[src/rtl/sha256_pkg.sv]
// Shared types and constants for the SHA-256 stream hasher.
// Holds the round constant table, initial hash values and the controller state type.
package sha256_pkg;

  typedef enum logic [2:0] {
    ST_IDLE,
    ST_PAD,
    ST_LEN,
    ST_ROUND,
    ST_FOLD,
    ST_EMIT
  } state_t;

  localparam logic [31:0] INIT_H [8] = '{
    32'h6A09E667, 32'hBB67AE85, 32'h3C6EF372, 32'hA54FF53A,
    32'h510E527F, 32'h9B05688C, 32'h1F83D9AB, 32'h5BE0CD19
  };

  localparam logic [7:0] PAD_BYTE = 8'h80;

  localparam logic [31:0] ROUND_K [64] = '{
    32'h428a2f98, 32'h71374491, 32'hb5c0fbcf, 32'he9b5dba5,
    32'h3956c25b, 32'h59f111f1, 32'h923f82a4, 32'hab1c5ed5,
    32'hd807aa98, 32'h12835b01, 32'h243185be, 32'h550c7dc3,
    32'h72be5d74, 32'h80deb1fe, 32'h9bdc06a7, 32'hc19bf174,
    32'he49b69c1, 32'hefbe4786, 32'h0fc19dc6, 32'h240ca1cc,
    32'h2de92c6f, 32'h4a7484aa, 32'h5cb0a9dc, 32'h76f988da,
    32'h983e5152, 32'ha831c66d, 32'hb00327c8, 32'hbf597fc7,
    32'hc6e00bf3, 32'hd5a79147, 32'h06ca6351, 32'h14292967,
    32'h27b70a85, 32'h2e1b2138, 32'h4d2c6dfc, 32'h53380d13,
    32'h650a7354, 32'h766a0abb, 32'h81c2c92e, 32'h92722c85,
    32'ha2bfe8a1, 32'ha81a664b, 32'hc24b8b70, 32'hc76c51a3,
    32'hd192e819, 32'hd6990624, 32'hf40e3585, 32'h106aa070,
    32'h19a4c116, 32'h1e376c08, 32'h2748774c, 32'h34b0bcb5,
    32'h391c0cb3, 32'h4ed8aa4a, 32'h5b9cca4f, 32'h682e6ff3,
    32'h748f82ee, 32'h78a5636f, 32'h84c87814, 32'h8cc70208,
    32'h90befffa, 32'ha4506ceb, 32'hbef9a3f7, 32'hc67178f2
  };

  function automatic logic [31:0] ror32(input logic [31:0] x, input int n);
    ror32 = (x >> n) | (x << (32 - n));
  endfunction

endpackage

[src/rtl/sha256_sched.sv]
// Message schedule for the SHA-256 stream hasher: a 16-word memory.
// Holds the block words; the expansion runs in the register window of the top level.
module sha256_sched (
  input  logic        clk,
  input  logic        wr_en,
  input  logic [3:0]  wr_addr,
  input  logic [31:0] wr_data,
  input  logic        rd_en,
  input  logic [3:0]  rd_addr,
  output logic [31:0] rd_data
);

  logic [31:0] mem [16];

  always_ff @(posedge clk) begin
    if (wr_en) begin
      mem[wr_addr] <= wr_data;
    end
  end

  always_ff @(posedge clk) begin
    if (rd_en) begin
      rd_data <= mem[rd_addr];
    end
  end

endmodule

[src/rtl/sha256_round.sv]
// One SHA-256 round.
// Pure combinational datapath; uses sha256_pkg for the rotate helper.
module sha256_round (
  input  logic [31:0] v_in   [8],
  input  logic [31:0] k_word,
  input  logic [31:0] w_word,
  output logic [31:0] v_out  [8]
);

  logic [31:0] t1;
  logic [31:0] t2;

  always_comb begin
    t1 = v_in[7]
       + (sha256_pkg::ror32(v_in[4], 6) ^ sha256_pkg::ror32(v_in[4], 11)
          ^ sha256_pkg::ror32(v_in[4], 25))
       + ((v_in[4] & v_in[5]) ^ (~v_in[4] & v_in[6]))
       + k_word + w_word;
    t2 = (sha256_pkg::ror32(v_in[0], 2) ^ sha256_pkg::ror32(v_in[0], 13)
          ^ sha256_pkg::ror32(v_in[0], 22))
       + ((v_in[0] & v_in[1]) ^ (v_in[0] & v_in[2]) ^ (v_in[1] & v_in[2]));
    v_out[7] = v_in[6];
    v_out[6] = v_in[5];
    v_out[5] = v_in[4];
    v_out[4] = v_in[3] + t1;
    v_out[3] = v_in[2];
    v_out[2] = v_in[1];
    v_out[1] = v_in[0];
    v_out[0] = t1 + t2;
  end

endmodule

[src/rtl/sha256_stream_hasher.sv]
// Top level of the SHA-256 stream hasher: byte packing, padding, round control and output.
// Uses sha256_pkg, sha256_sched and sha256_round.
//
//   channel | ports                                             | direction
//   in      | in_valid, in_stall, in_data_byte, in_byte_present, | into the block
//           | in_end_of_message                                  |
//   out     | out_valid, out_stall, out_digest_word,             | out of the block
//           | out_word_number, out_final_word                    |
//
// A 64th byte starts a compression that keeps in_stall high while the block words are
// loaded from the schedule memory into a 16-word register window and 64 rounds run at
// one per cycle. A final request pads one byte per cycle, writes the length as two words,
// runs one or two compressions and then gives eight result words, each held while
// out_stall is high. Reset restores the initial hash and clears the byte count.
module sha256_stream_hasher (
  input  logic        clk,
  input  logic        rst_n,
  input  logic        in_valid,
  output logic        in_stall,
  input  logic [7:0]  in_data_byte,
  input  logic        in_byte_present,
  input  logic        in_end_of_message,
  output logic        out_valid,
  input  logic        out_stall,
  output logic [31:0] out_digest_word,
  output logic [2:0]  out_word_number,
  output logic        out_final_word
);

  sha256_pkg::state_t state_r, state_nxt;

  logic [31:0] chain_r   [8];
  logic [31:0] vars_r    [8];
  logic [31:0] vars_nxt  [8];
  logic [31:0] win_r     [16];
  logic [31:0] pack_r;
  logic [63:0] total_r;
  logic [5:0]  pos_r;
  logic [6:0]  round_r;
  logic        last_r;
  logic [2:0]  emit_r;
  logic [31:0] w_cur;
  logic [31:0] w_new;
  logic [31:0] sg0;
  logic [31:0] sg1;
  logic [31:0] pack_word;
  logic [31:0] word_fill;
  logic        accept;
  logic        rd_en;
  logic [3:0]  rd_addr;
  logic [31:0] rd_data;
  logic        wr_en;
  logic [3:0]  wr_addr;
  logic [31:0] wr_data;
  logic [7:0]  byte_in;
  logic [1:0]  lane;
  logic        byte_step;
  // pad_more marks that a second block follows the one now compressed.
  logic        pad_more_r;
  // len_done marks that the length words went into the block just compressed.
  logic        len_done_r;

  assign accept = in_valid && !in_stall;

  // The window holds the sixteen most recent schedule words; the memory keeps the block.
  sha256_sched u_sched (
    .clk     (clk),
    .wr_en   (wr_en),
    .wr_addr (wr_addr),
    .wr_data (wr_data),
    .rd_en   (rd_en),
    .rd_addr (rd_addr),
    .rd_data (rd_data)
  );

  assign sg0 = sha256_pkg::ror32(win_r[1], 7) ^ sha256_pkg::ror32(win_r[1], 18)
             ^ (win_r[1] >> 3);
  assign sg1 = sha256_pkg::ror32(win_r[14], 17) ^ sha256_pkg::ror32(win_r[14], 19)
             ^ (win_r[14] >> 10);
  assign w_new = win_r[0] + sg0 + win_r[9] + sg1;
  assign w_cur = win_r[0];

  sha256_round u_round (
    .v_in   (vars_r),
    .k_word (sha256_pkg::ROUND_K[round_r[5:0]]),
    .w_word (w_cur),
    .v_out  (vars_nxt)
  );

  // Byte merge into the word being packed.
  assign lane = pos_r[1:0];
  always_comb begin
    priority if (state_r == sha256_pkg::ST_PAD) begin
      byte_in = (pos_r == total_r[5:0]) ? sha256_pkg::PAD_BYTE : 8'h00;
    end else begin
      byte_in = in_data_byte;
    end
    word_fill = (lane == 2'd0) ? 32'h0 : pack_r;
    unique case (lane)
      2'd0: pack_word = {byte_in, word_fill[23:0]};
      2'd1: pack_word = {word_fill[31:24], byte_in, word_fill[15:0]};
      2'd2: pack_word = {word_fill[31:16], byte_in, word_fill[7:0]};
      default: pack_word = {word_fill[31:8], byte_in};
    endcase
  end

  assign byte_step = (accept && in_byte_present) || (state_r == sha256_pkg::ST_PAD);

  // Memory port control: block words are written as they complete, the length words in
  // the length state, and all are read back into the window as a compression begins.
  always_comb begin
    wr_en   = 1'b0;
    wr_addr = pos_r[5:2];
    wr_data = pack_word;
    rd_en   = 1'b0;
    rd_addr = round_r[3:0];
    priority if (byte_step) begin
      wr_en = (lane == 2'd3);
    end else if (state_r == sha256_pkg::ST_LEN) begin
      wr_en   = 1'b1;
      wr_addr = round_r[0] ? 4'd15 : 4'd14;
      wr_data = round_r[0] ? {total_r[28:0], 3'b000} : {total_r[60:29]};
    end
    if (state_r == sha256_pkg::ST_FOLD) begin
      rd_en = 1'b1;
    end
  end

  // Next state.
  always_comb begin
    state_nxt = state_r;
    unique case (state_r)
      sha256_pkg::ST_IDLE: begin
        if (accept) begin
          if (in_byte_present && pos_r == 6'd63) begin
            state_nxt = sha256_pkg::ST_FOLD;
          end else if (in_end_of_message) begin
            state_nxt = sha256_pkg::ST_PAD;
          end
        end
      end
      sha256_pkg::ST_PAD: begin
        if (pos_r == 6'd63) begin
          state_nxt = sha256_pkg::ST_FOLD;
        end else if (pos_r == 6'd55) begin
          state_nxt = sha256_pkg::ST_LEN;
        end
      end
      sha256_pkg::ST_LEN: begin
        if (round_r[0]) begin
          state_nxt = sha256_pkg::ST_FOLD;
        end
      end
      sha256_pkg::ST_FOLD: begin
        if (round_r == 7'd16) begin
          state_nxt = sha256_pkg::ST_ROUND;
        end
      end
      sha256_pkg::ST_ROUND: begin
        if (round_r == 7'd63) begin
          if (!last_r) begin
            state_nxt = sha256_pkg::ST_IDLE;
          end else if (pad_more_r || !len_done_r) begin
            state_nxt = sha256_pkg::ST_PAD;
          end else begin
            state_nxt = sha256_pkg::ST_EMIT;
          end
        end
      end
      sha256_pkg::ST_EMIT: begin
        if (!out_stall && emit_r == 3'd7) begin
          state_nxt = sha256_pkg::ST_IDLE;
        end
      end
      default: state_nxt = sha256_pkg::ST_IDLE;
    endcase
  end

  // Outputs of the controller.
  always_comb begin
    in_stall        = (state_r != sha256_pkg::ST_IDLE);
    out_valid       = (state_r == sha256_pkg::ST_EMIT);
    out_digest_word = chain_r[emit_r];
    out_word_number = emit_r;
    out_final_word  = (emit_r == 3'd7);
  end

  always_ff @(posedge clk) begin
    if (!rst_n) begin
      state_r    <= sha256_pkg::ST_IDLE;
      total_r    <= 64'd0;
      pos_r      <= 6'd0;
      round_r    <= 7'd0;
      last_r     <= 1'b0;
      pad_more_r <= 1'b0;
      emit_r     <= 3'd0;
      for (int i = 0; i < 8; i++) chain_r[i] <= sha256_pkg::INIT_H[i];
    end else begin
      state_r <= state_nxt;
      if (byte_step) begin
        pack_r <= pack_word;
        pos_r  <= pos_r + 6'd1;
      end
      unique case (state_r)
        sha256_pkg::ST_IDLE: begin
          round_r <= 7'd0;
          if (accept) begin
            last_r <= in_end_of_message;
            if (in_byte_present) begin
              total_r <= total_r + 64'd1;
            end
            // A final byte landing at 55 or later, or an end at a count above 55, forces a second padded block.
            pad_more_r <= in_end_of_message
                        && ((in_byte_present ? total_r[5:0] + 6'd1 : total_r[5:0]) > 6'd55
                            || (in_byte_present && total_r[5:0] == 6'd63));
          end
        end
        sha256_pkg::ST_PAD: begin
          round_r <= 7'd0;
        end
        sha256_pkg::ST_LEN: begin
          if (round_r[0]) begin
            round_r <= 7'd0;
            pos_r   <= 6'd0;
          end else begin
            round_r <= round_r + 7'd1;
          end
        end
        sha256_pkg::ST_FOLD: begin
          if (round_r == 7'd0) begin
            for (int i = 0; i < 8; i++) vars_r[i] <= chain_r[i];
          end
          if (round_r != 7'd0) begin
            for (int i = 0; i < 15; i++) win_r[i] <= win_r[i + 1];
            win_r[15] <= rd_data;
          end
          round_r <= (round_r == 7'd16) ? 7'd0 : round_r + 7'd1;
        end
        sha256_pkg::ST_ROUND: begin
          vars_r <= vars_nxt;
          for (int i = 0; i < 15; i++) win_r[i] <= win_r[i + 1];
          win_r[15] <= w_new;
          if (round_r == 7'd63) begin
            round_r    <= 7'd0;
            pad_more_r <= 1'b0;
            for (int i = 0; i < 8; i++) chain_r[i] <= chain_r[i] + vars_nxt[i];
          end else begin
            round_r <= round_r + 7'd1;
          end
        end
        sha256_pkg::ST_EMIT: begin
          if (!out_stall) begin
            emit_r <= emit_r + 3'd1;
            if (emit_r == 3'd7) begin
              total_r    <= 64'd0;
              pos_r      <= 6'd0;
              last_r     <= 1'b0;
              pad_more_r <= 1'b0;
              for (int i = 0; i < 8; i++) chain_r[i] <= sha256_pkg::INIT_H[i];
            end
          end
        end
        default: round_r <= 7'd0;
      endcase
    end
  end

  always_ff @(posedge clk) begin
    if (!rst_n) begin
      len_done_r <= 1'b0;
    end else if (state_r == sha256_pkg::ST_LEN) begin
      len_done_r <= 1'b1;
    end else if (state_r == sha256_pkg::ST_EMIT || state_r == sha256_pkg::ST_IDLE) begin
      len_done_r <= 1'b0;
    end
  end

  // The padding state starts with the 0x80 byte at the byte count; a block that ends
  // padding below byte 56 goes to the length state, otherwise pads to 64 and compresses.

  a_no_accept_busy: assert property (@(posedge clk) disable iff (!rst_n)
    (state_r != sha256_pkg::ST_IDLE) |-> !accept)
    else $error("request accepted while busy");

  a_emit_order: assert property (@(posedge clk) disable iff (!rst_n)
    (out_valid && !out_stall && emit_r != 3'd7)
      |=> (out_valid && out_word_number == $past(emit_r) + 3'd1))
    else $error("digest words out of order");

  a_round_bound: assert property (@(posedge clk) disable iff (!rst_n)
    (state_r == sha256_pkg::ST_ROUND) |-> (round_r <= 7'd63))
    else $error("round counter overrun");

endmodule
[config.mk]
export PLATFORM = sky130hd
export DESIGN_NAME = sha256_stream_hasher
export DESIGN_NICKNAME = d
export VERILOG_FILES = /design/src/rtl/sha256_pkg.sv /design/src/rtl/sha256_sched.sv /design/src/rtl/sha256_round.sv /design/src/rtl/sha256_stream_hasher.sv
export SDC_FILE = /design/constraint.sdc
export NUM_CORES = 2
export LEC_CHECK = 0
export ABC_AREA = 1
export BUFFER_PORTS_ARGS = -buffer_cell sky130_fd_sc_hd__buf_2
export CAP_MARGIN = 20
export CORE_MARGIN = 3
export CORE_UTILIZATION = 40
export CTS_CLUSTER_DIAMETER = 100
export CTS_CLUSTER_SIZE = 12
export DETAILED_ROUTE_END_ITERATION = 12
export PLACE_DENSITY_LB_ADDON = 0.15
export SLEW_MARGIN = 5
export SYNTH_ARGS = -nofsm -noshare
export SYNTH_HDL_FRONTEND = slang
export SYNTH_SLANG_ARGS = --single-unit
export TNS_END_PERCENT = 1
[constraint.sdc]
create_clock -name clk -period 38.6 [get_ports clk]
set_input_delay 3.86 -clock clk [delete_from_list [all_inputs] [get_ports clk]]
set_output_delay 3.86 -clock clk [all_outputs]
set_load 0.05 [all_outputs]
==> out/qor.yml <==
run_status:
  outcome: "finished, final reports clean"
timing:
  finalCriticalPeriod_ns: 9.82
  setup_viol: 0
  rsz0062_at_grt: "false"
  tns_ns: 0
  post-route-period-util_pct: 25.4
  worstMarginPinSlew_ns: 1.18
  slew_headroom_pct: 21.1
  slew_viol_final: 0
  fmax_ghz: 0.102
  setup_ws_ns: 28.78
  worst_clock_skew_ns: 0.0498
  holdWs_ns: 0.403
  final-hold-violation-count: 0
hold_path:
  min_path_type: "reg2reg"
critical_path:
  cp_data_arrival_time_ns: 10.36
  critPathSlowestCell: "buf_4"
  path_buf_inv: 5
  worstPathMaxFanout: 65
  crit_family: "compound AO/OA/AOI/OAI gates"
  cpPeakStageDelay_ns: 0.65
  endpoint_kind: "flip-flop"
  startpoint_type: "flip-flop"
  critPathKind: "reg2reg"
  required_ns: 39.14
placement:
  pre_cts_slack_ns: 28.91
  hpwlAfterDp_mm: 241
  gp_congestion: 0.970
  place_area_sq_mm: 0.0973
  portBuffers: 51
route:
  drc_errors: 0
  wire_per_inst_microns: 26.0
  wirelength_mm: 332
  firstDrtPassIters: 8
  dr_total_vias: 71625
  final_antenna_net_count: 0
  drtIter0Drc: 7276
  vias_per_cell: 5.61
die:
  die_h_microns: 489
  core_sq_mm: 0.231
  fp-row-count: 176
  die_area_sq_mm: 0.239
  pin_count: 52
  initial_core_util_pct: 40.4
  die_w_microns: 489
synth:
  seq_area_frac_synth_pct: 51.9
  synth_area_leaders: "edfxtp_1 47%, nand2_1 7.3%, ha_1 5.5%"
  synth_edf_count: 1472
  synth_top_area_share_pct: 47.3
  synth.most_common_cell: "nand2_1"
  yosys.area.top_type: "edfxtp_1"
  yosysUniqueCellTypes: 68
  synthArstFlopShare_pct: 0
  synth_area_per_cell_sq_um: 9.66
  ys_warn_count: 0
  syn_inst: 9667
  syn_area_sq_mm: 0.0934
  ys_ff_latch: 1686
  ys.flop_type: "edfxtp_1"
  syn_nets: 10287
  synthTopCellsByCount: "1818 x nand2_1, 1472 x edfxtp_1, 1060 x inv_1"
finish:
  stdcell_area_sq_mm: 0.102
  nets: 10258
  syn_to_final_growth_pct: 9.41
  drive_gt1_share_pct: 5.54
  nFillCells: 21996
cts:
  cts.clk_slew.worst_paths_ns: 0.07
  clk_latency_ns: 0.84
  ctsLongestPathBuffers: 3
  hold_buffers: 0
  htreeDepth: 4
  cts_resized: 0
  clkSinkCount: 1686
  cts_setup_buffers: 0
  cts_root_buf: "clkbuf_16"
  cts_tree: "yes"
  cts_made_buffers: 164
grt:
  grt_start_max_net_pins: 141
  overflow: 0
  grt_pass1_wl_mm: 480
  grt_pass1_vias: 68710
  track_usage_pct: 27.3
  antenna_found_initial: 8
flow_run:
  maxCapViolations: 0
cell type report:
| cell class | instances | area, sq um | share of cell area (%) |
|---|---|---|---|
| repair buffers | 180 | 1290 | 1.26 |
| flip-flops and latches | 1686 | 48500 | 47.5 |
| well taps | 3026 | 3790 | 3.71 |
| clock buffers | 223 | 4370 | 4.28 |
| clock inverters | 26 | 443 | 0.434 |
| diodes | 12 | 30.0 | 0.0294 |
| inverters | 1076 | 4060 | 3.98 |
| multi-input cells | 6530 | 39700 | 38.8 |
cell usage in the layout, fill, tap and decap left out, types with 57 or more instances in the layout:
cell       Yosys  final
ha_1         411    411
nand3_1      330    330
or2_2         71     71
dfxtp_1      214    207
a22oi_1      117    117
buf_4          0    123
xor2_1       226    226
clkbuf_1     319     57
nor3_1        95     93
inv_1       1060   1054
a31oi_1      127    117
nor2_1       675    655
clkbuf_16      0    166
a21oi_1      788    788
nand2_1     1818   1816
edfxtp_1    1472   1472
fa_1         195    195
xnor2_1      197    197
o21ai_0      854    848
state kept, by name, indices dropped and copies added, names as in the netlist, named ones only:
name             flops
last_r               1
out_word_number      3
pack_r              32
len_done_r           1
chain_r            256
u_sched.mem        512
u_sched.rd_data     32
total_r             61
state_r              3
pad_more_r           1
round_r              7
vars_r             256
pos_r                6
win_r              512
stage by stage:
stage | util [%] | std cells
finish | 44.2 | 12759
global route | 44.2 | 12755
CTS | 44.2 | 12744
detailed placement | 42.1 | 12495
global placement | 42.1 | 12490
floorplan | - | 9667
kinds of logic (layout without fill, tap and decap cells):
| group | Yosys count | after routing | synth area share (%) |
|---|---|---|---|
| buffers and inverters | 1451 | 1505 | 5.86 |
| DFF | 1686 | 1686 | 51.9 |
| adders and majority gates | 622 | 622 | 9.86 |
| muxes | 9 | 9 | 0.0965 |
| xor gates and xnor gates | 423 | 423 | 3.97 |
| AOI/OAI and AO/OA | 2354 | 2354 | 14.5 |
| other | 0 | 12 | 0 |
| and+or+nand+nor | 3122 | 3122 | 13.8 |
worst paths after layout:
kind / startpoint / cells past startpoint / to / slack [ns]
worst max register to register: round_r[1]$_SDFFE_PN0N_ / 39 / chain_r[0][29]$_SDFFCE_PN1P_ / 28.78
worst min register to register: win_r[1][167]$_DFFE_PP_ / 0 / win_r[1][135]$_DFFE_PP_ / 0.40
worst max-delay path: round_r[1]$_SDFFE_PN0N_ / 39 / chain_r[0][29]$_SDFFCE_PN1P_ / 28.78
worst min-delay path: win_r[1][167]$_DFFE_PP_ / 0 / win_r[1][135]$_DFFE_PP_ / 0.40
routing by layer:
metal,GRT usage (%),part of all wire [%]
met4,9.49,4.0
met1,39.8,45
met2,41.2,43
met3,4.38,7.4
met5,0,0.0081
Power is left out: the tool's default activity adds up to more than one toggle a clock period on the data nets, which glitch-free logic cannot reach.
